--- src/hw/rtl/hwss_pkg.sv ---
// ----------------------------------------------------------------------------
// hwss_pkg
// Shared types and constants for the heartbeat watchdog slew servo core.
// ----------------------------------------------------------------------------
package hwss_pkg;

  // field widths fixed by the interface
  localparam int unsigned PULSE_W     = 12;
  localparam int unsigned STEP_W      = 10;
  localparam int unsigned PERIOD_W    = 8;
  localparam int unsigned MS_W        = 16;
  localparam int unsigned TRIP_W      = 16;
  localparam int unsigned ALARM_W     = 8;
  localparam int unsigned CFG_IDX_W   = 3;
  localparam int unsigned CFG_DATA_W  = 16;

  // configuration register indexes
  localparam logic [CFG_IDX_W-1:0] CFG_BEAT_TIMEOUT   = 3'd0;
  localparam logic [CFG_IDX_W-1:0] CFG_GRACE          = 3'd1;
  localparam logic [CFG_IDX_W-1:0] CFG_SLEW_STEP      = 3'd2;
  localparam logic [CFG_IDX_W-1:0] CFG_SLEW_PERIOD    = 3'd3;
  localparam logic [CFG_IDX_W-1:0] CFG_PULSE_NORMAL   = 3'd4;
  localparam logic [CFG_IDX_W-1:0] CFG_PULSE_WARNING  = 3'd5;
  localparam logic [CFG_IDX_W-1:0] CFG_PULSE_CRITICAL = 3'd6;
  localparam logic [CFG_IDX_W-1:0] CFG_PULSE_SAFE     = 3'd7;

  // configuration reset values
  localparam logic [MS_W-1:0]     RST_BEAT_TIMEOUT   = 16'd500;
  localparam logic [MS_W-1:0]     RST_GRACE          = 16'd1000;
  localparam logic [STEP_W-1:0]   RST_SLEW_STEP      = 10'd20;
  localparam logic [PERIOD_W-1:0] RST_SLEW_PERIOD    = 8'd5;
  localparam logic [PULSE_W-1:0]  RST_PULSE_NORMAL   = 12'd1167;
  localparam logic [PULSE_W-1:0]  RST_PULSE_WARNING  = 12'd1333;
  localparam logic [PULSE_W-1:0]  RST_PULSE_CRITICAL = 12'd1500;
  localparam logic [PULSE_W-1:0]  RST_PULSE_SAFE     = 12'd2000;

  // servo home position after reset
  localparam logic [PULSE_W-1:0]  HOME_PULSE         = 12'd1000;

  // slew timer saturation point
  localparam logic [PERIOD_W-1:0] SLEW_TIMER_MAX     = 8'hFF;

  // trip counter saturation point
  localparam logic [TRIP_W-1:0]   TRIP_MAX           = 16'hFFFF;

  // alarm level codes
  localparam logic [ALARM_W-1:0]  ALARM_WARNING      = 8'd1;
  localparam logic [ALARM_W-1:0]  ALARM_CRITICAL     = 8'd2;

  // transaction opcodes
  typedef enum logic [1:0] {
    OP_TICK   = 2'd0,
    OP_BEAT   = 2'd1,
    OP_SENSOR = 2'd2
  } op_e;

  // configuration register set
  typedef struct packed {
    logic [MS_W-1:0]     beat_timeout_ms;
    logic [MS_W-1:0]     grace_ms;
    logic [STEP_W-1:0]   slew_step_us;
    logic [PERIOD_W-1:0] slew_period_ms;
    logic [PULSE_W-1:0]  pulse_normal_us;
    logic [PULSE_W-1:0]  pulse_warning_us;
    logic [PULSE_W-1:0]  pulse_critical_us;
    logic [PULSE_W-1:0]  pulse_safe_us;
  } cfg_t;

endpackage

--- src/hw/rtl/hwss_cfg_regs.sv ---
// ----------------------------------------------------------------------------
// hwss_cfg_regs
// Configuration register file, written through a plain write port.
// ----------------------------------------------------------------------------
module hwss_cfg_regs (
  input  logic                               clk_i,
  input  logic                               rst_ni,
  input  logic                               cfg_we_i,
  input  logic [hwss_pkg::CFG_IDX_W-1:0]     cfg_index_i,
  input  logic [hwss_pkg::CFG_DATA_W-1:0]    cfg_data_i,
  output hwss_pkg::cfg_t                     cfg_o
);

  hwss_pkg::cfg_t cfg_q;
  hwss_pkg::cfg_t cfg_d;

  // decode the write into the selected field
  always_comb begin
    cfg_d = cfg_q;
    if (cfg_we_i) begin
      unique case (cfg_index_i)
        hwss_pkg::CFG_BEAT_TIMEOUT:   cfg_d.beat_timeout_ms   = cfg_data_i;
        hwss_pkg::CFG_GRACE:          cfg_d.grace_ms          = cfg_data_i;
        hwss_pkg::CFG_SLEW_STEP:
          cfg_d.slew_step_us      = cfg_data_i[hwss_pkg::STEP_W-1:0];
        hwss_pkg::CFG_SLEW_PERIOD:
          cfg_d.slew_period_ms    = cfg_data_i[hwss_pkg::PERIOD_W-1:0];
        hwss_pkg::CFG_PULSE_NORMAL:
          cfg_d.pulse_normal_us   = cfg_data_i[hwss_pkg::PULSE_W-1:0];
        hwss_pkg::CFG_PULSE_WARNING:
          cfg_d.pulse_warning_us  = cfg_data_i[hwss_pkg::PULSE_W-1:0];
        hwss_pkg::CFG_PULSE_CRITICAL:
          cfg_d.pulse_critical_us = cfg_data_i[hwss_pkg::PULSE_W-1:0];
        hwss_pkg::CFG_PULSE_SAFE:
          cfg_d.pulse_safe_us     = cfg_data_i[hwss_pkg::PULSE_W-1:0];
        default: cfg_d = cfg_q;
      endcase
    end
  end

  // register set with defaults on reset
  always_ff @(posedge clk_i or negedge rst_ni) begin
    if (!rst_ni) begin
      cfg_q.beat_timeout_ms   <= hwss_pkg::RST_BEAT_TIMEOUT;
      cfg_q.grace_ms          <= hwss_pkg::RST_GRACE;
      cfg_q.slew_step_us      <= hwss_pkg::RST_SLEW_STEP;
      cfg_q.slew_period_ms    <= hwss_pkg::RST_SLEW_PERIOD;
      cfg_q.pulse_normal_us   <= hwss_pkg::RST_PULSE_NORMAL;
      cfg_q.pulse_warning_us  <= hwss_pkg::RST_PULSE_WARNING;
      cfg_q.pulse_critical_us <= hwss_pkg::RST_PULSE_CRITICAL;
      cfg_q.pulse_safe_us     <= hwss_pkg::RST_PULSE_SAFE;
    end else begin
      cfg_q <= cfg_d;
    end
  end

  assign cfg_o = cfg_q;

endmodule

--- src/hw/rtl/hwss_slew.sv ---
// ----------------------------------------------------------------------------
// hwss_slew
// Bounded step of the commanded pulse toward its target.
// ----------------------------------------------------------------------------
module hwss_slew (
  input  logic                            step_en_i,
  input  logic [hwss_pkg::PULSE_W-1:0]    pulse_i,
  input  logic [hwss_pkg::PULSE_W-1:0]    target_i,
  input  logic [hwss_pkg::STEP_W-1:0]     step_i,
  output logic [hwss_pkg::PULSE_W-1:0]    pulse_o
);

  logic                         up;
  logic [hwss_pkg::PULSE_W-1:0] gap;
  logic [hwss_pkg::PULSE_W-1:0] step_ext;

  // distance to target in the direction of travel
  assign up       = target_i > pulse_i;
  assign gap      = up ? (target_i - pulse_i) : (pulse_i - target_i);
  assign step_ext = hwss_pkg::PULSE_W'(step_i);

  // clamp the move so it never overshoots the target
  always_comb begin
    pulse_o = pulse_i;
    if (step_en_i) begin
      if (gap > step_ext) begin
        pulse_o = up ? (pulse_i + step_ext) : (pulse_i - step_ext);
      end else begin
        pulse_o = target_i;
      end
    end
  end

endmodule

--- src/hw/rtl/heartbeat_watchdog_slew_servo_core.sv ---
// ----------------------------------------------------------------------------
// heartbeat_watchdog_slew_servo_core
// Heartbeat watchdog with fail-safe mode, blink LED and slewed servo pulse.
// ----------------------------------------------------------------------------
// datapath: the input register takes a transaction, and the result register
//   loads from it when the result is not stalled
// throughput: one transaction per cycle while the output does not stall; the whole
//   state update of stage two (counters, timeout judge, blink, slew step) is combinational
// reset: counters clear, pulse goes home to 1000 us, blink timer is preloaded
//   so the first toggle is immediate, config registers take their defaults
module heartbeat_watchdog_slew_servo_core #(
  parameter int unsigned TIME_BITS = 16,
  parameter int unsigned BLINK_MS  = 100
) (
  input  logic                              clk_i,
  input  logic                              rst_ni,
  // configuration write port
  input  logic                              cfg_we_i,
  input  logic [hwss_pkg::CFG_IDX_W-1:0]    cfg_index_i,
  input  logic [hwss_pkg::CFG_DATA_W-1:0]   cfg_data_i,
  // input channel
  input  logic                              in_valid_i,
  output logic                              in_stall_o,
  input  logic [1:0]                        op_i,
  input  logic [hwss_pkg::ALARM_W-1:0]      alarm_level_i,
  // output channel
  output logic                              out_valid_o,
  input  logic                              out_stall_i,
  output logic [hwss_pkg::PULSE_W-1:0]      pulse_width_us_o,
  output logic                              safe_mode_o,
  output logic                              led_on_o,
  output logic [hwss_pkg::TRIP_W-1:0]       trip_total_o,
  output logic                              newly_tripped_o
);

  localparam int unsigned BLINK_W = $clog2(BLINK_MS + 1);
  localparam int unsigned CMP_W   = (TIME_BITS > hwss_pkg::MS_W) ? TIME_BITS : hwss_pkg::MS_W;
  localparam logic [BLINK_W-1:0]   BLINK_END = BLINK_W'(BLINK_MS);
  localparam logic [TIME_BITS-1:0] TIME_MAX  = {TIME_BITS{1'b1}};

  hwss_pkg::cfg_t cfg;

  // configuration registers
  hwss_cfg_regs u_cfg (
    .clk_i       (clk_i),
    .rst_ni      (rst_ni),
    .cfg_we_i    (cfg_we_i),
    .cfg_index_i (cfg_index_i),
    .cfg_data_i  (cfg_data_i),
    .cfg_o       (cfg)
  );

  // --------------------------------------------------------------------------
  // handshake control
  // --------------------------------------------------------------------------
  logic in_valid_q, in_valid_d;
  logic res_valid_q, res_valid_d;
  logic res_stall;
  logic fire;

  assign res_stall  = res_valid_q && out_stall_i;
  assign in_stall_o = in_valid_q && res_stall;
  assign fire       = in_valid_q && !res_stall;

  always_comb begin
    in_valid_d  = in_valid_q;
    res_valid_d = res_valid_q;
    if (!in_stall_o) begin
      in_valid_d = in_valid_i;
    end
    if (!res_stall) begin
      res_valid_d = in_valid_q;
    end
  end

  always_ff @(posedge clk_i or negedge rst_ni) begin
    if (!rst_ni) begin
      in_valid_q  <= 1'b0;
      res_valid_q <= 1'b0;
    end else begin
      in_valid_q  <= in_valid_d;
      res_valid_q <= res_valid_d;
    end
  end

  // input register
  logic [1:0]                   op_q;
  logic [hwss_pkg::ALARM_W-1:0] alarm_q;

  always_ff @(posedge clk_i) begin
    if (!in_stall_o && in_valid_i) begin
      op_q    <= op_i;
      alarm_q <= alarm_level_i;
    end
  end

  // --------------------------------------------------------------------------
  // watchdog state
  // --------------------------------------------------------------------------
  logic [TIME_BITS-1:0]          uptime_q, uptime_d;
  logic [TIME_BITS-1:0]          since_q, since_d;
  logic                          safe_q, safe_d;
  logic                          led_q, led_d;
  logic [hwss_pkg::TRIP_W-1:0]   trip_q, trip_d;
  logic [hwss_pkg::PULSE_W-1:0]  pulse_q, pulse_d;
  logic [hwss_pkg::PERIOD_W-1:0] slew_tmr_q, slew_tmr_d;
  logic [BLINK_W-1:0]            blink_tmr_q, blink_tmr_d;
  logic [hwss_pkg::ALARM_W-1:0]  last_alarm_q, last_alarm_d;
  logic                          newly;
  logic                          is_tick;
  logic                          timed_out;
  logic                          step_en;
  logic [hwss_pkg::PULSE_W-1:0]  target;
  logic [hwss_pkg::PULSE_W-1:0]  slew_pulse;

  assign is_tick = (hwss_pkg::op_e'(op_q) == hwss_pkg::OP_TICK);

  // event, timeout judge and blink
  always_comb begin
    uptime_d     = uptime_q;
    since_d      = since_q;
    slew_tmr_d   = slew_tmr_q;
    blink_tmr_d  = blink_tmr_q;
    last_alarm_d = last_alarm_q;
    safe_d       = safe_q;
    led_d        = led_q;
    trip_d       = trip_q;
    newly        = 1'b0;

    unique case (hwss_pkg::op_e'(op_q))
      hwss_pkg::OP_TICK: begin
        if (uptime_d != TIME_MAX) uptime_d = uptime_q + TIME_BITS'(1);
        if (since_d != TIME_MAX)  since_d  = since_q + TIME_BITS'(1);
        if (slew_tmr_q != hwss_pkg::SLEW_TIMER_MAX) begin
          slew_tmr_d = slew_tmr_q + hwss_pkg::PERIOD_W'(1);
        end
        if (blink_tmr_q < BLINK_END) blink_tmr_d = blink_tmr_q + BLINK_W'(1);
      end
      hwss_pkg::OP_BEAT:   since_d      = '0;
      hwss_pkg::OP_SENSOR: last_alarm_d = alarm_q;
      default: ;
    endcase

    timed_out = (CMP_W'(uptime_d) > CMP_W'(cfg.grace_ms)) &&
                (CMP_W'(since_d) > CMP_W'(cfg.beat_timeout_ms));

    if (timed_out) begin
      if (!safe_q) begin
        safe_d = 1'b1;
        newly  = 1'b1;
        if (trip_q != hwss_pkg::TRIP_MAX) trip_d = trip_q + hwss_pkg::TRIP_W'(1);
      end
      if (blink_tmr_d >= BLINK_END) begin
        blink_tmr_d = '0;
        led_d       = !led_q;
      end
    end else begin
      safe_d = 1'b0;
    end
  end

  // target pulse selection
  always_comb begin
    priority if (safe_d) begin
      target = cfg.pulse_safe_us;
    end else if (last_alarm_d == hwss_pkg::ALARM_WARNING) begin
      target = cfg.pulse_warning_us;
    end else if (last_alarm_d == hwss_pkg::ALARM_CRITICAL) begin
      target = cfg.pulse_critical_us;
    end else begin
      target = cfg.pulse_normal_us;
    end
  end

  assign step_en = is_tick && (pulse_q != target) && (slew_tmr_d >= cfg.slew_period_ms);

  // slew step
  hwss_slew u_slew (
    .step_en_i (step_en),
    .pulse_i   (pulse_q),
    .target_i  (target),
    .step_i    (cfg.slew_step_us),
    .pulse_o   (slew_pulse)
  );

  assign pulse_d = slew_pulse;

  always_ff @(posedge clk_i or negedge rst_ni) begin
    if (!rst_ni) begin
      uptime_q     <= '0;
      since_q      <= '0;
      safe_q       <= 1'b0;
      led_q        <= 1'b0;
      trip_q       <= '0;
      pulse_q      <= hwss_pkg::HOME_PULSE;
      slew_tmr_q   <= '0;
      blink_tmr_q  <= BLINK_END;
      last_alarm_q <= '0;
    end else if (fire) begin
      uptime_q     <= uptime_d;
      since_q      <= since_d;
      safe_q       <= safe_d;
      led_q        <= led_d;
      trip_q       <= trip_d;
      pulse_q      <= pulse_d;
      slew_tmr_q   <= step_en ? '0 : slew_tmr_d;
      blink_tmr_q  <= blink_tmr_d;
      last_alarm_q <= last_alarm_d;
    end
  end

  // result register
  logic [hwss_pkg::PULSE_W-1:0] res_pulse_q;
  logic                         res_safe_q;
  logic                         res_led_q;
  logic [hwss_pkg::TRIP_W-1:0]  res_trip_q;
  logic                         res_newly_q;

  always_ff @(posedge clk_i) begin
    if (fire) begin
      res_pulse_q <= pulse_d;
      res_safe_q  <= safe_d;
      res_led_q   <= led_d;
      res_trip_q  <= trip_d;
      res_newly_q <= newly;
    end
  end

  assign out_valid_o      = res_valid_q;
  assign pulse_width_us_o = res_pulse_q;
  assign safe_mode_o      = res_safe_q;
  assign led_on_o         = res_led_q;
  assign trip_total_o     = res_trip_q;
  assign newly_tripped_o  = res_newly_q;

`ifndef NO_ASSERTIONS
  // a fresh trip is always reported together with safe mode
  a_newly_safe: assert property (@(posedge clk_i) disable iff (!rst_ni)
    out_valid_o && newly_tripped_o |-> safe_mode_o)
    else $error("newly tripped without safe mode");

  // safe-mode entry bumps the trip count unless saturated
  a_trip_count: assert property (@(posedge clk_i) disable iff (!rst_ni)
    $rose(safe_q) |-> (trip_q == $past(trip_q) + hwss_pkg::TRIP_W'(1)) ||
                      (trip_q == hwss_pkg::TRIP_MAX))
    else $error("trip count did not follow safe entry");

  // uptime only moves forward
  a_uptime_mono: assert property (@(posedge clk_i) disable iff (!rst_ni)
    1'b1 |=> uptime_q >= $past(uptime_q))
    else $error("uptime went backward");

  // the pulse never moves farther than one slew step
  a_slew_bound: assert property (@(posedge clk_i) disable iff (!rst_ni)
    1'b1 |=> ((pulse_q >= $past(pulse_q)) ?
              (pulse_q - $past(pulse_q)) : ($past(pulse_q) - pulse_q))
             <= hwss_pkg::PULSE_W'($past(cfg.slew_step_us)))
    else $error("pulse moved more than one step");

  // a stalled input register keeps its transaction
  a_in_hold: assert property (@(posedge clk_i) disable iff (!rst_ni)
    in_valid_q && res_stall |=> in_valid_q && $stable(op_q) && $stable(alarm_q))
    else $error("input register lost a stalled transaction");
`endif

endmodule
--- config.mk ---
export PLATFORM = sky130hd
export DESIGN_NAME = heartbeat_watchdog_slew_servo_core
export DESIGN_NICKNAME = d
export VERILOG_FILES = /design/src/hw/rtl/hwss_pkg.sv /design/src/hw/rtl/hwss_cfg_regs.sv /design/src/hw/rtl/hwss_slew.sv /design/src/hw/rtl/heartbeat_watchdog_slew_servo_core.sv
export SDC_FILE = /design/constraint.sdc
export NUM_CORES = 1
export LEC_CHECK = 0
export ABC_AREA = 1
export BUFFER_PORTS_ARGS = -buffer_cell sky130_fd_sc_hd__buf_2
export CORE_MARGIN = 8
export CORE_UTILIZATION = 53
export DETAILED_ROUTE_END_ITERATION = 7
export PLACE_DENSITY = 0.67
export SYNTH_ARGS = -nofsm -noshare
export SYNTH_HDL_FRONTEND = slang
export SYNTH_SLANG_ARGS = --single-unit
export TNS_END_PERCENT = 10
--- constraint.sdc ---
create_clock -name clk_i -period 13.8 [get_ports clk_i]
set_input_delay 0.69 -clock clk_i [delete_from_list [all_inputs] [get_ports clk_i]]
set_output_delay 0.69 -clock clk_i [all_outputs]
set_load 0.02 [all_outputs]
==> results of run 1 <==
## sequential cells by signal, summed over array words and instances, names as in the netlist
name / cells
pulse_width_us_o: 12
since_q: 16
trip_total_o: 16
in_valid_q: 1
uptime_q: 16
op_q: 2
pulse_q: 12
out_valid_o: 1
alarm_q: 8
safe_mode_o: 1
last_alarm_q: 8
u_cfg.cfg_o: 98
led_on_o: 1
slew_tmr_q: 8
safe_q: 1
blink_tmr_q: 7
newly_tripped_o: 1
trip_q: 16
led_q: 1
## cell type report
cell class              instances  area (sq um)  share of cell area [%]
multi-input cells            1185          6510                    43.0
inverters                     263           993                    6.55
repair buffers                 72           384                    2.53
clock buffers                  41           788                    5.20
flip-flops and latches        226          5920                    39.1
well taps                     330           413                    2.72
clock inverters                 9           140                   0.925
## logic make-up after synthesis
group	Yosys count	share of synthesized area [%]
XOR/XNOR	60	3.85
AO/OA/AOI/OAI	310	12.2
buffers and inverters	317	8.97
flip-flops	226	43.4
adder cells (fa/ha/maj)	92	8.54
AND/OR/NAND/NOR	723	23.0
## worst max-delay path: cells and delay by family (launching register included)
family	cells	cell delay (ps)
XOR/XNOR	2	320
adder cells (fa/ha/maj)	5	1340
AO/OA/AOI/OAI	11	1550
buffers and inverters	9	1090
AND/OR/NAND/NOR	29	3390
flip-flops	1	400
## per-stage QoR
step                      utilization [%]  instance area [sq um]
final                                60.0                  15200
after global routing                 60.0                  15200
after CTS                            60.0                  15200
after detailed placement             56.3                  14200
after global placement               56.3                  14200
after floorplan                         -                  13700
## layer usage
| metal | up-vias | wire length, um | global-route usage (%) | part of all wire (%) |
|---|---|---|---|---|
| li1 | 5695 | - | - | - |
| met1 | 5259 | 15900 | 30.3 | 50 |
| met2 | 262 | 14100 | 32.4 | 44 |
| met3 | 43 | 1550 | 2.80 | 4.8 |
| met4 | 0 | 559 | 4.41 | 1.7 |
| met5 | - | 0 | 0 | 0 |
## where the power goes
part           internal [mW]  total [mW]  switching (mW)  leakage, nW
registers              0.876       0.989           0.113         2.66
clock network          0.452       0.733           0.281        0.458
logic                  0.635        1.76            1.13         4.28
## worst paths after layout
path / start / to / slack [ps] / depth (start not counted)
hold / removal: rst_ni / trip_q[8] / 200 / 1
hold reg to reg: u_cfg.cfg_o[93] / u_cfg.cfg_o[93] / 480 / 2
setup / recovery: since_q[0] / pulse_width_us_o[11] / 5380 / 56
min in group clk_i: alarm_level_i[1] / alarm_q[1] / 320 / 1
max in group asynchronous: rst_ni / uptime_q[3] / 12430 / 2
setup reg to reg: since_q[0] / pulse_width_us_o[11] / 5380 / 56
## synthesized netlist by cell type, types with 2 or more instances
cell       number
dfrtp_1       135
dfstp_2        50
o211ai_1        5
ha_1           90
o21bai_1        2
buf_4           3
nand3_2         7
a211oi_1        4
nand3_1        87
o22ai_1         3
o21ai_0       195
edfxtp_1       41
o31ai_1         2
o21a_1          7
nor2_4          2
buf_6           2
o2111ai_1       3
fa_1            2
nor3_1         26
nor2_1         92
nand2_4         2
xor2_1         51
a21o_1          4
nand3b_1        2
a21oi_1        62
buf_1           3
buf_2           4
nand4_1        14
nand2_1       444
a31oi_1        15
nor2_2          4
xnor2_1         9
nor4_1         10
inv_2           2
nand2_2        25
inv_1         258
clkbuf_1       42
==> results.sh, run 1 <==
export IMPL_initialDrtViolationCount=899
export IMPL_ys_ff_latch=226
export IMPL_routed_via_count=11300
export IMPL_fillers=2339
export IMPL_gr_usage_all_layers_pct=20.7
export IMPL_yosys_area_top_type="dfrtp_1"
export IMPL_fin_crit_sh_pct=61.0
export IMPL_totalWireLength_um=32100
export IMPL_worstSkewPairLatency_ps=550
export IMPL_ys_flop_type="dfrtp_1"
export IMPL_syn_avg_cell_area_sq_um=7.90
export IMPL_syn_inst=1728
export IMPL_drv_cap=0
export IMPL_place_ws_ps=5470
export IMPL_io_pins=67
export IMPL_worst_pin_slew_ps=922
export IMPL_io_buffers=66
export IMPL_area_growth_synth_to_final_pct=11.0
export IMPL_slowest_delay_ps=500
export IMPL_timing_hold_ws_ps=196
export IMPL_cp_common_cell="nand2_1"
export IMPL_clockRootBuffer="clkbuf_16"
export IMPL_critPathKind="reg -> reg"
export IMPL_total_power_mw=3.49
export IMPL_slew_viol_final=0
export IMPL_final_cell_mix="nand2_1 (443), inv_1 (257), o21ai_0 (195)"
export IMPL_start_util_pct=54.1
export IMPL_grt_overflow_total=0
export IMPL_finalSetupViolCount=0
export IMPL_cp_start_kind="register"
export IMPL_detail_route_first_pass_iterations=5
export IMPL_cts_hold_buffers=0
export IMPL_synth_async_reset_ratio_pct=81.9
export IMPL_grt_setup_unrepaired="no"
export IMPL_fp_coreArea_sq_um=25300
export IMPL_path_clk_slew_ps=60
export IMPL_layout_commonest_cell="nand2_1"
export IMPL_fin_tns_setup_ps=0
export IMPL_antenna_cells=0
export IMPL_rows=58
export IMPL_worst_ep_required_time_ps=14070
export IMPL_die_h_um=177
export IMPL_ys_seq_area_share_pct=43.4
export IMPL_drc=0
export IMPL_syn_area_sq_um=13700
export IMPL_grt_pass1_wl_um=53100
export IMPL_outcome="finished clean"
export IMPL_syn_nets=1854
export IMPL_hold_class="in -> async"
export IMPL_gp_congestion=0.919
export IMPL_dpl_cell_count=2076
export IMPL_layoutNonFillerInstCount=2126
export IMPL_layout_setup_ws_ps=5380
export IMPL_fmax_mhz=119
export IMPL_ys_warn_count=0
export IMPL_finClkSkew_ps=28.4
export IMPL_p_leak_nw=7.40
export IMPL_period_needed_ps=8420
export IMPL_peakVddDrop_mv=0.149
export IMPL_cts_resized_gates=0
export IMPL_die_w_um=177
export IMPL_antenna_left=0
export IMPL_cts_setup_buffers=0
export IMPL_synth_edff_count=41
export IMPL_nNetsFinal=1901
export IMPL_yosys_area_top_type_share_pct=24.7
export IMPL_clock_path_buffers=3
export IMPL_power_density_nw_per_um2=230
export IMPL_arrival_ps=8690
export IMPL_crit_path_max_fanout=24
export IMPL_grt_max_degree=92
export IMPL_cts_sinks=226
export IMPL_vias_per_cell=5.30
export IMPL_drive_gt1_share_pct=12.0
export IMPL_grt_pass1_vias=10700
export IMPL_hold_violations=0
export IMPL_h_tree_depth=1
export IMPL_cts_tree="done"
export IMPL_synth_cell_types=56
export IMPL_die_area_sq_um=31200
export IMPL_synth_area_leaders="dfrtp_1 (25%), nand2_1 (12%), dfstp_2 (9.6%)"
export IMPL_dp_hpwl_um=23600
export IMPL_grt_antenna_before_repair=1
export IMPL_cts_buffers=27
export IMPL_endpoint_kind="register"
export IMPL_critPathSlowestCell="inv_1"
export IMPL_maxSlewHeadroom_pct=38.4
export IMPL_wire_per_inst_um=15.1
(Power assumes the default switching activity.)
==> inputs of run 2 (changes only) <==
--- a/config.mk
+++ b/config.mk
@@ -5,7 +5,7 @@
 export SDC_FILE = /design/constraint.sdc
 export NUM_CORES = 1
 export LEC_CHECK = 0
-export ABC_AREA = 1
+export ABC_AREA = 0
 export BUFFER_PORTS_ARGS = -buffer_cell sky130_fd_sc_hd__buf_2
 export CORE_MARGIN = 8
 export CORE_UTILIZATION = 53
==> constraint.sdc (replaced) <==
create_clock -name clk_i -period 7.8 [get_ports clk_i]
set_input_delay 0.39 -clock clk_i [delete_from_list [all_inputs] [get_ports clk_i]]
set_output_delay 0.39 -clock clk_i [all_outputs]
set_load 0.02 [all_outputs]
==> run 2 against run 1 <==
The run now ends with hold timing left; critical endpoint is now pulse_width_us_o[7]; critical path depth fell by 18; count of clock-buffer cells in the layout decreased by 2; sequential share of layout area down 5.7 points; final area rose by 17%.
==> results.sh, run 2 <==
export IMPL_reg2reg_slack_ps=150
export IMPL_cts_tree="done"
export IMPL_gp_congestion=0.948
export IMPL_grt_pass1_vias=11600
export IMPL_p_leak_nw=7.97
export IMPL_gr_usage_all_layers_pct=23.7
export IMPL_critPathSlowestCell="edfxtp_1"
export IMPL_synth_most_common_cell="nand2_1"
export IMPL_synth_cell_types=78
export IMPL_ys_flop_type="dfrtp_1"
export IMPL_synth_edff_count=41
export IMPL_grt_antenna_before_repair=0
export IMPL_nNetsFinal=1813
export IMPL_hold_class="in -> async"
export IMPL_worstSkewPairLatency_ps=540
export IMPL_switching_share_pct=40.8
export IMPL_arrival_ps=7970
export IMPL_die_h_um=177
export IMPL_fmax_mhz=131
export IMPL_worstReg2RegEnd="pulse_width_us_o[7]"
export IMPL_grt_pass1_wl_um=60400
export IMPL_routed_via_count=11600
export IMPL_wire_per_inst_um=18.4
export IMPL_grt_overflow_total=0
export IMPL_finalCoreUtilization_pct=68.8
export IMPL_finClkSkew_ps=32.5
export IMPL_outcome="complete, but fails checks"
export IMPL_grt_max_degree=104
export IMPL_ys_seq_area_share_pct=43.1
export IMPL_worst_pin_slew_ps=1190
export IMPL_io_pins=67
export IMPL_antenna_left=0
export IMPL_final_cell_mix="buf_4 (214), nand2_1 (171), dfrtp_1 (135)"
export IMPL_critPathKind="reg -> reg"
export IMPL_syn_nets=1549
export IMPL_ys_warn_count=0
export IMPL_grt_setup_unrepaired="yes"
export IMPL_path_clk_slew_ps=60
export IMPL_start_util_pct=53.4
export IMPL_timing_hold_ws_ps=-62.6
export IMPL_drive_gt1_share_pct=34.6
export IMPL_syn_inst=1423
export IMPL_slew_viol_final=0
export IMPL_worst_ep_required_time_ps=8120
export IMPL_r2r_start="op_q[1]"
export IMPL_p_seq_share_pct=23.4
export IMPL_syn_avg_cell_area_sq_um=9.66
export IMPL_fp_coreArea_sq_um=25800
export IMPL_cts_sinks=226
export IMPL_synth_async_reset_ratio_pct=81.9
export IMPL_vias_per_cell=5.68
export IMPL_crit_path_max_fanout=8
export IMPL_area_growth_synth_to_final_pct=28.9
export IMPL_dp_hpwl_um=27500
export IMPL_ff2ff_path_depth=38
export IMPL_violations="hold timing"
export IMPL_initialDrtViolationCount=714
export IMPL_slowest_delay_ps=390
export IMPL_hold_violations=18
export IMPL_cp_common_cell="buf_4"
export IMPL_die_area_sq_um=31400
export IMPL_period_needed_ps=7650
export IMPL_drv_cap=0
export IMPL_total_power_mw=7.01
export IMPL_cts_buffers=26
export IMPL_clock_path_buffers=3
export IMPL_layout_commonest_cell="buf_4"
export IMPL_synth_area_leaders="dfrtp_1 (25%), dfstp_2 (9.6%), edfxtp_1 (9.0%)"
export IMPL_crit_path_start="op_q[1]"
export IMPL_detail_route_first_pass_iterations=5
export IMPL_internal_power_mw=4.15
export IMPL_maxSlewHeadroom_pct=20.0
export IMPL_power_density_nw_per_um2=396
export IMPL_rows=59
export IMPL_clockRootBuffer="clkbuf_16"
export IMPL_die_w_um=177
export IMPL_endpoint_kind="register"
export IMPL_yosys_top_cells_count="nand2_1 (179), dfrtp_1 (135), inv_1 (94), mux2_2 (94), ha_1 (90)"
export IMPL_p_clk_share_pct=16.9
export IMPL_switching_power_mw=2.86
export IMPL_cp_start_kind="register"
export IMPL_syn_area_sq_um=13800
export IMPL_largest_reg_flops=98
export IMPL_yosys_area_top_type_share_pct=24.6
export IMPL_yosys_area_top_type="dfrtp_1"
export IMPL_ys_ff_latch=226
export IMPL_fin_crit_sh_pct=98.1
export IMPL_peakVddDrop_mv=0.441
export IMPL_drc=0
export IMPL_antenna_cells=0
export IMPL_h_tree_depth=1
export IMPL_comb_power_share_pct=59.7
export IMPL_io_buffers=66
export IMPL_totalWireLength_um=37600
export IMPL_finalSetupViolCount=0
run 2: cell count changes after synthesis, moves of 13 or more:
cell      change
nand2_2      -25
o31ai_1      +36
and3_1       +16
xor2_1       -19
mux2_2       +94
o21ai_0     -108
nand2_1     -265
nand3_1      -39
xnor2_1      +42
nand2b_1     +13
mux2i_1      +13
inv_1       -164
run 2: through the flow:
step	worst slack (ps)	instances	cell area, sq um	hold slack, ps	TNS, ps
floorplan	35.9	1423	13800	94.4	0
global placement	-526	1961	15900	473	-10920
detailed placement	-682	1961	15900	480	-12950
CTS	0.811	2028	17300	2.96	0
global route	-232	2042	17700	1.97	-3810
finish	149	2042	17700	-62.6	0
run 2: power by group through the flow:
stage	registers [mW]	logic (mW)	clock network, mW
after CTS	1.64	3.84	1.20
after global routing	1.67	4.51	1.25
after global placement	1.65	3.41	0
final	1.64	4.18	1.18
after detailed placement	1.66	3.46	0
after floorplan	1.63	2.08	0
run 2: layout make-up:
class                      count  area, sq um
inverter                      95          357
fill                        1929         8050
sequential                   226         5920
multi-input combinational   1044         8070
clock inverter                 9         90.1
tap                          335          419
clock buffer                  39          749
timing repair buffer         294         2110
run 2: worst max path at each step:
stage	endpoint	slack, ps	cells after the start
6_report	pulse_width_us_o[7]	150	38
5_1_grt	pulse_width_us_o[3]	-230	40
4_1_cts	pulse_width_us_o[3]	0.8	38
3_5_place_dp	pulse_width_us_o[6]	-680	35
3_3_place_gp	pulse_width_us_o[10]	-530	35
2_1_floorplan	pulse_width_us_o[11]	40	38
run 2: what timing repair did:
item                                    CTS  global route
hold endpoints to repair                  0             1
setup buffers                            20            15
pin swaps                                50            52
endpoints found under the setup margin   24            24
resized for setup                        93            56
hold buffers                              0             1
run 2: cell families after synthesis:
| kind of cell | count (synthesis) | synth area share, % |
|---|---|---|
| DFF | 226 | 43.1 |
| AOI/OAI and AO/OA | 299 | 14.1 |
| muxes | 107 | 8.64 |
| xor gates and xnor gates | 84 | 5.45 |
| buffers and inverters | 153 | 4.31 |
| adders and majority gates | 92 | 8.48 |
| and+or+nand+nor | 462 | 15.9 |
run 2: metal layers:
layer | up-vias | share of wire [%] | GRT usage (%)
li1 | 5628 | - | -
met1 | 5629 | 45 | 31.1
met2 | 271 | 48 | 40.3
met3 | 69 | 4.8 | 3.44
met4 | 0 | 2.4 | 6.27
met5 | - | 0 | 0
run 2: critical path, delay by kind of cell (launching register included):
kind,cells,cell delay (ps)
adders and majority gates,3,900
buffers and inverters,7,1060
AOI/OAI and AO/OA,13,2460
and+or+nand+nor,14,2300
muxes,1,310
DFF,1,390
==> inputs of run 3 (changes only) <==
--- a/config.mk
+++ b/config.mk
@@ -9,6 +9,7 @@
 export BUFFER_PORTS_ARGS = -buffer_cell sky130_fd_sc_hd__buf_2
 export CORE_MARGIN = 8
 export CORE_UTILIZATION = 53
+export CTS_BUF_LIST = sky130_fd_sc_hd__clkbuf_8
 export DETAILED_ROUTE_END_ITERATION = 7
 export PLACE_DENSITY = 0.67
 export SYNTH_ARGS = -nofsm -noshare
==> run 3 against run 2 <==
The run now ends clean; wire length increased by 0.87%; non-clock buffer count grew 14; critical endpoint is now pulse_width_us_o[3]; clock skew up 4.6 ps; power rose by 0.46%; utilization up 0.53 points; register-to-register slack got worse by 50 ps; largest power group unchanged; sequential share of layout area is 0.26 points lower; clock power down 9%; largest cell class unchanged; combinational power is 3% higher; via count rose by 1.4%; final area rose by 0.77%; die area is the same.
==> results.sh, run 3 (synthesis gave the netlist of run 2 again) <==
export IMPL_nNetsFinal=1842
export IMPL_drive_gt1_share_pct=35.3
export IMPL_largest_reg_flops=98
export IMPL_fillers=1947
export IMPL_grt_pass1_wl_um=60900
export IMPL_slowest_delay_ps=400
export IMPL_antenna_cells=0
export IMPL_critPathKind="reg -> reg"
export IMPL_finalSetupViolCount=0
export IMPL_fp_coreArea_sq_um=25800
export IMPL_worstSkewPairLatency_ps=560
export IMPL_layout_commonest_cell="buf_4"
export IMPL_dpl_cell_count=1961
export IMPL_antenna_left=0
export IMPL_crit_path_max_fanout=7
export IMPL_layoutNonFillerInstCount=2084
export IMPL_path_clk_slew_ps=60
export IMPL_die_area_sq_um=31400
export IMPL_clockRootBuffer="clkbuf_8"
export IMPL_drv_cap=0
export IMPL_totalWireLength_um=37900
export IMPL_gr_usage_all_layers_pct=23.9
export IMPL_cts_buffers=41
export IMPL_final_cell_mix="buf_4 (215), nand2_1 (171), dfrtp_1 (135)"
export IMPL_arrival_ps=8060
export IMPL_outcome="finished clean"
export IMPL_io_buffers=66
export IMPL_initialDrtViolationCount=776
export IMPL_period_needed_ps=7710
export IMPL_clock_path_buffers=3
export IMPL_hold_class="in -> reg"
export IMPL_peakVddDrop_mv=0.386
export IMPL_grt_antenna_before_repair=0
export IMPL_dp_hpwl_um=27500
export IMPL_die_h_um=177
export IMPL_grt_setup_unrepaired="yes"
export IMPL_start_util_pct=53.4
export IMPL_cp_start_kind="register"
export IMPL_total_power_mw=7.04
export IMPL_vias_per_cell=5.64
export IMPL_wire_per_inst_um=18.2
export IMPL_slew_viol_final=0
export IMPL_maxSlewHeadroom_pct=22.7
export IMPL_grt_pass1_vias=11900
export IMPL_gp_congestion=0.948
export IMPL_grt_overflow_total=0
export IMPL_io_pins=67
export IMPL_drc=0
export IMPL_power_density_nw_per_um2=394
export IMPL_grt_max_degree=104
export IMPL_cts_tree="done"
export IMPL_h_tree_depth=2
export IMPL_routed_via_count=11800
export IMPL_hold_violations=0
export IMPL_detail_route_first_pass_iterations=5
export IMPL_area_growth_synth_to_final_pct=29.8
export IMPL_worst_ep_required_time_ps=8150
export IMPL_die_w_um=177
export IMPL_worst_pin_slew_ps=1160
export IMPL_fin_crit_sh_pct=98.8
export IMPL_fmax_mhz=130
export IMPL_finClkSkew_ps=37.2
export IMPL_cts_sinks=226
export IMPL_p_leak_nw=8.12
export IMPL_endpoint_kind="register"
export IMPL_critPathSlowestCell="edfxtp_1"
export IMPL_rows=59
==> run 3: cell types whose count changed in the layout (fill, tap and decap cells not counted), sizes merged <==
cell and delta:
dlygate4sd3 +8, clkinv +4, clkbuf +6, buf +6, inv +19, clkinvlp -1
==> run 3: final cells by class <==
class / count / area [sq um] / share of cell area, %
tap: 335 / 419 / 2.35
clock inverter: 31 / 171 / 0.960
inverter: 95 / 359 / 2.01
sequential: 226 / 5920 / 33.2
multi-input combinational: 1044 / 8110 / 45.4
timing repair buffer: 308 / 2250 / 12.6
clock buffer: 45 / 619 / 3.47
==> run 3: power by group <==
part	internal, mW	switching [mW]	leakage, nW	total (mW)
logic	2.06	2.26	4.99	4.32
clock network	0.571	0.503	0.472	1.07
registers	1.47	0.170	2.65	1.64
==> run 3: what timing repair did <==
| action | CTS | global route |
|---|---|---|
| pin swaps | 49 | 89 |
| hold buffers | 9 | 0 |
| endpoints found under the hold margin | 11 | 0 |
| endpoints found under the setup margin | 24 | 24 |
| buffers inserted | 19 | 23 |
| resized for setup | 92 | 71 |
==> run 3: stage by stage <==
stage                     cell area, sq um  hold slack [ps]  setup WS [ps]  TNS, ps  utilization (%)
after floorplan                      13800             94.4           35.9        0                -
after global placement               15900              473           -526   -10920             61.5
after detailed placement             15900              480           -682   -12950             61.5
after CTS                            17300             8.76         0.0355        0             67.3
after global routing                 17900             9.27           -259    -4420             69.3
final                                17900             32.3           94.3        0             69.3
==> run 3: per-layer routing <==
metal  vias up  GRT usage [%]  part of all wire (%)
met3        76           3.69                   5.0
met4         0           6.90                   2.4
met2       301           40.3                    48
met5         -              0                     0
met1      5692           31.5                    45
li1       5692              -                     -
==> run 3: worst max-delay path: cells and delay by family (launching register included) <==
family | cells | cell delay [ps]
AND/OR/NAND/NOR | 15 | 2590
AO/OA/AOI/OAI | 13 | 2570
adder cells (fa/ha/maj) | 4 | 1080
buffers and inverters | 4 | 510
flip-flops | 1 | 400
multiplexers | 1 | 250
XOR/XNOR | 1 | 120
==> run 3: path summary, 6_finish.rpt <==
| kind | start | to | slack [ps] | depth (start not counted) |
|---|---|---|---|---|
| setup reg to reg | op_q[1] | pulse_width_us_o[3] | 90 | 38 |
| max in group asynchronous | rst_ni | u_cfg.cfg_o[49] | 5670 | 3 |
| hold reg to reg | blink_tmr_q[6] | blink_tmr_q[6] | 480 | 2 |
| hold / removal | in_valid_i | in_valid_q | 30 | 2 |
| min in group asynchronous | rst_ni | pulse_q[1] | 510 | 2 |
| setup / recovery | op_q[1] | pulse_width_us_o[3] | 90 | 38 |
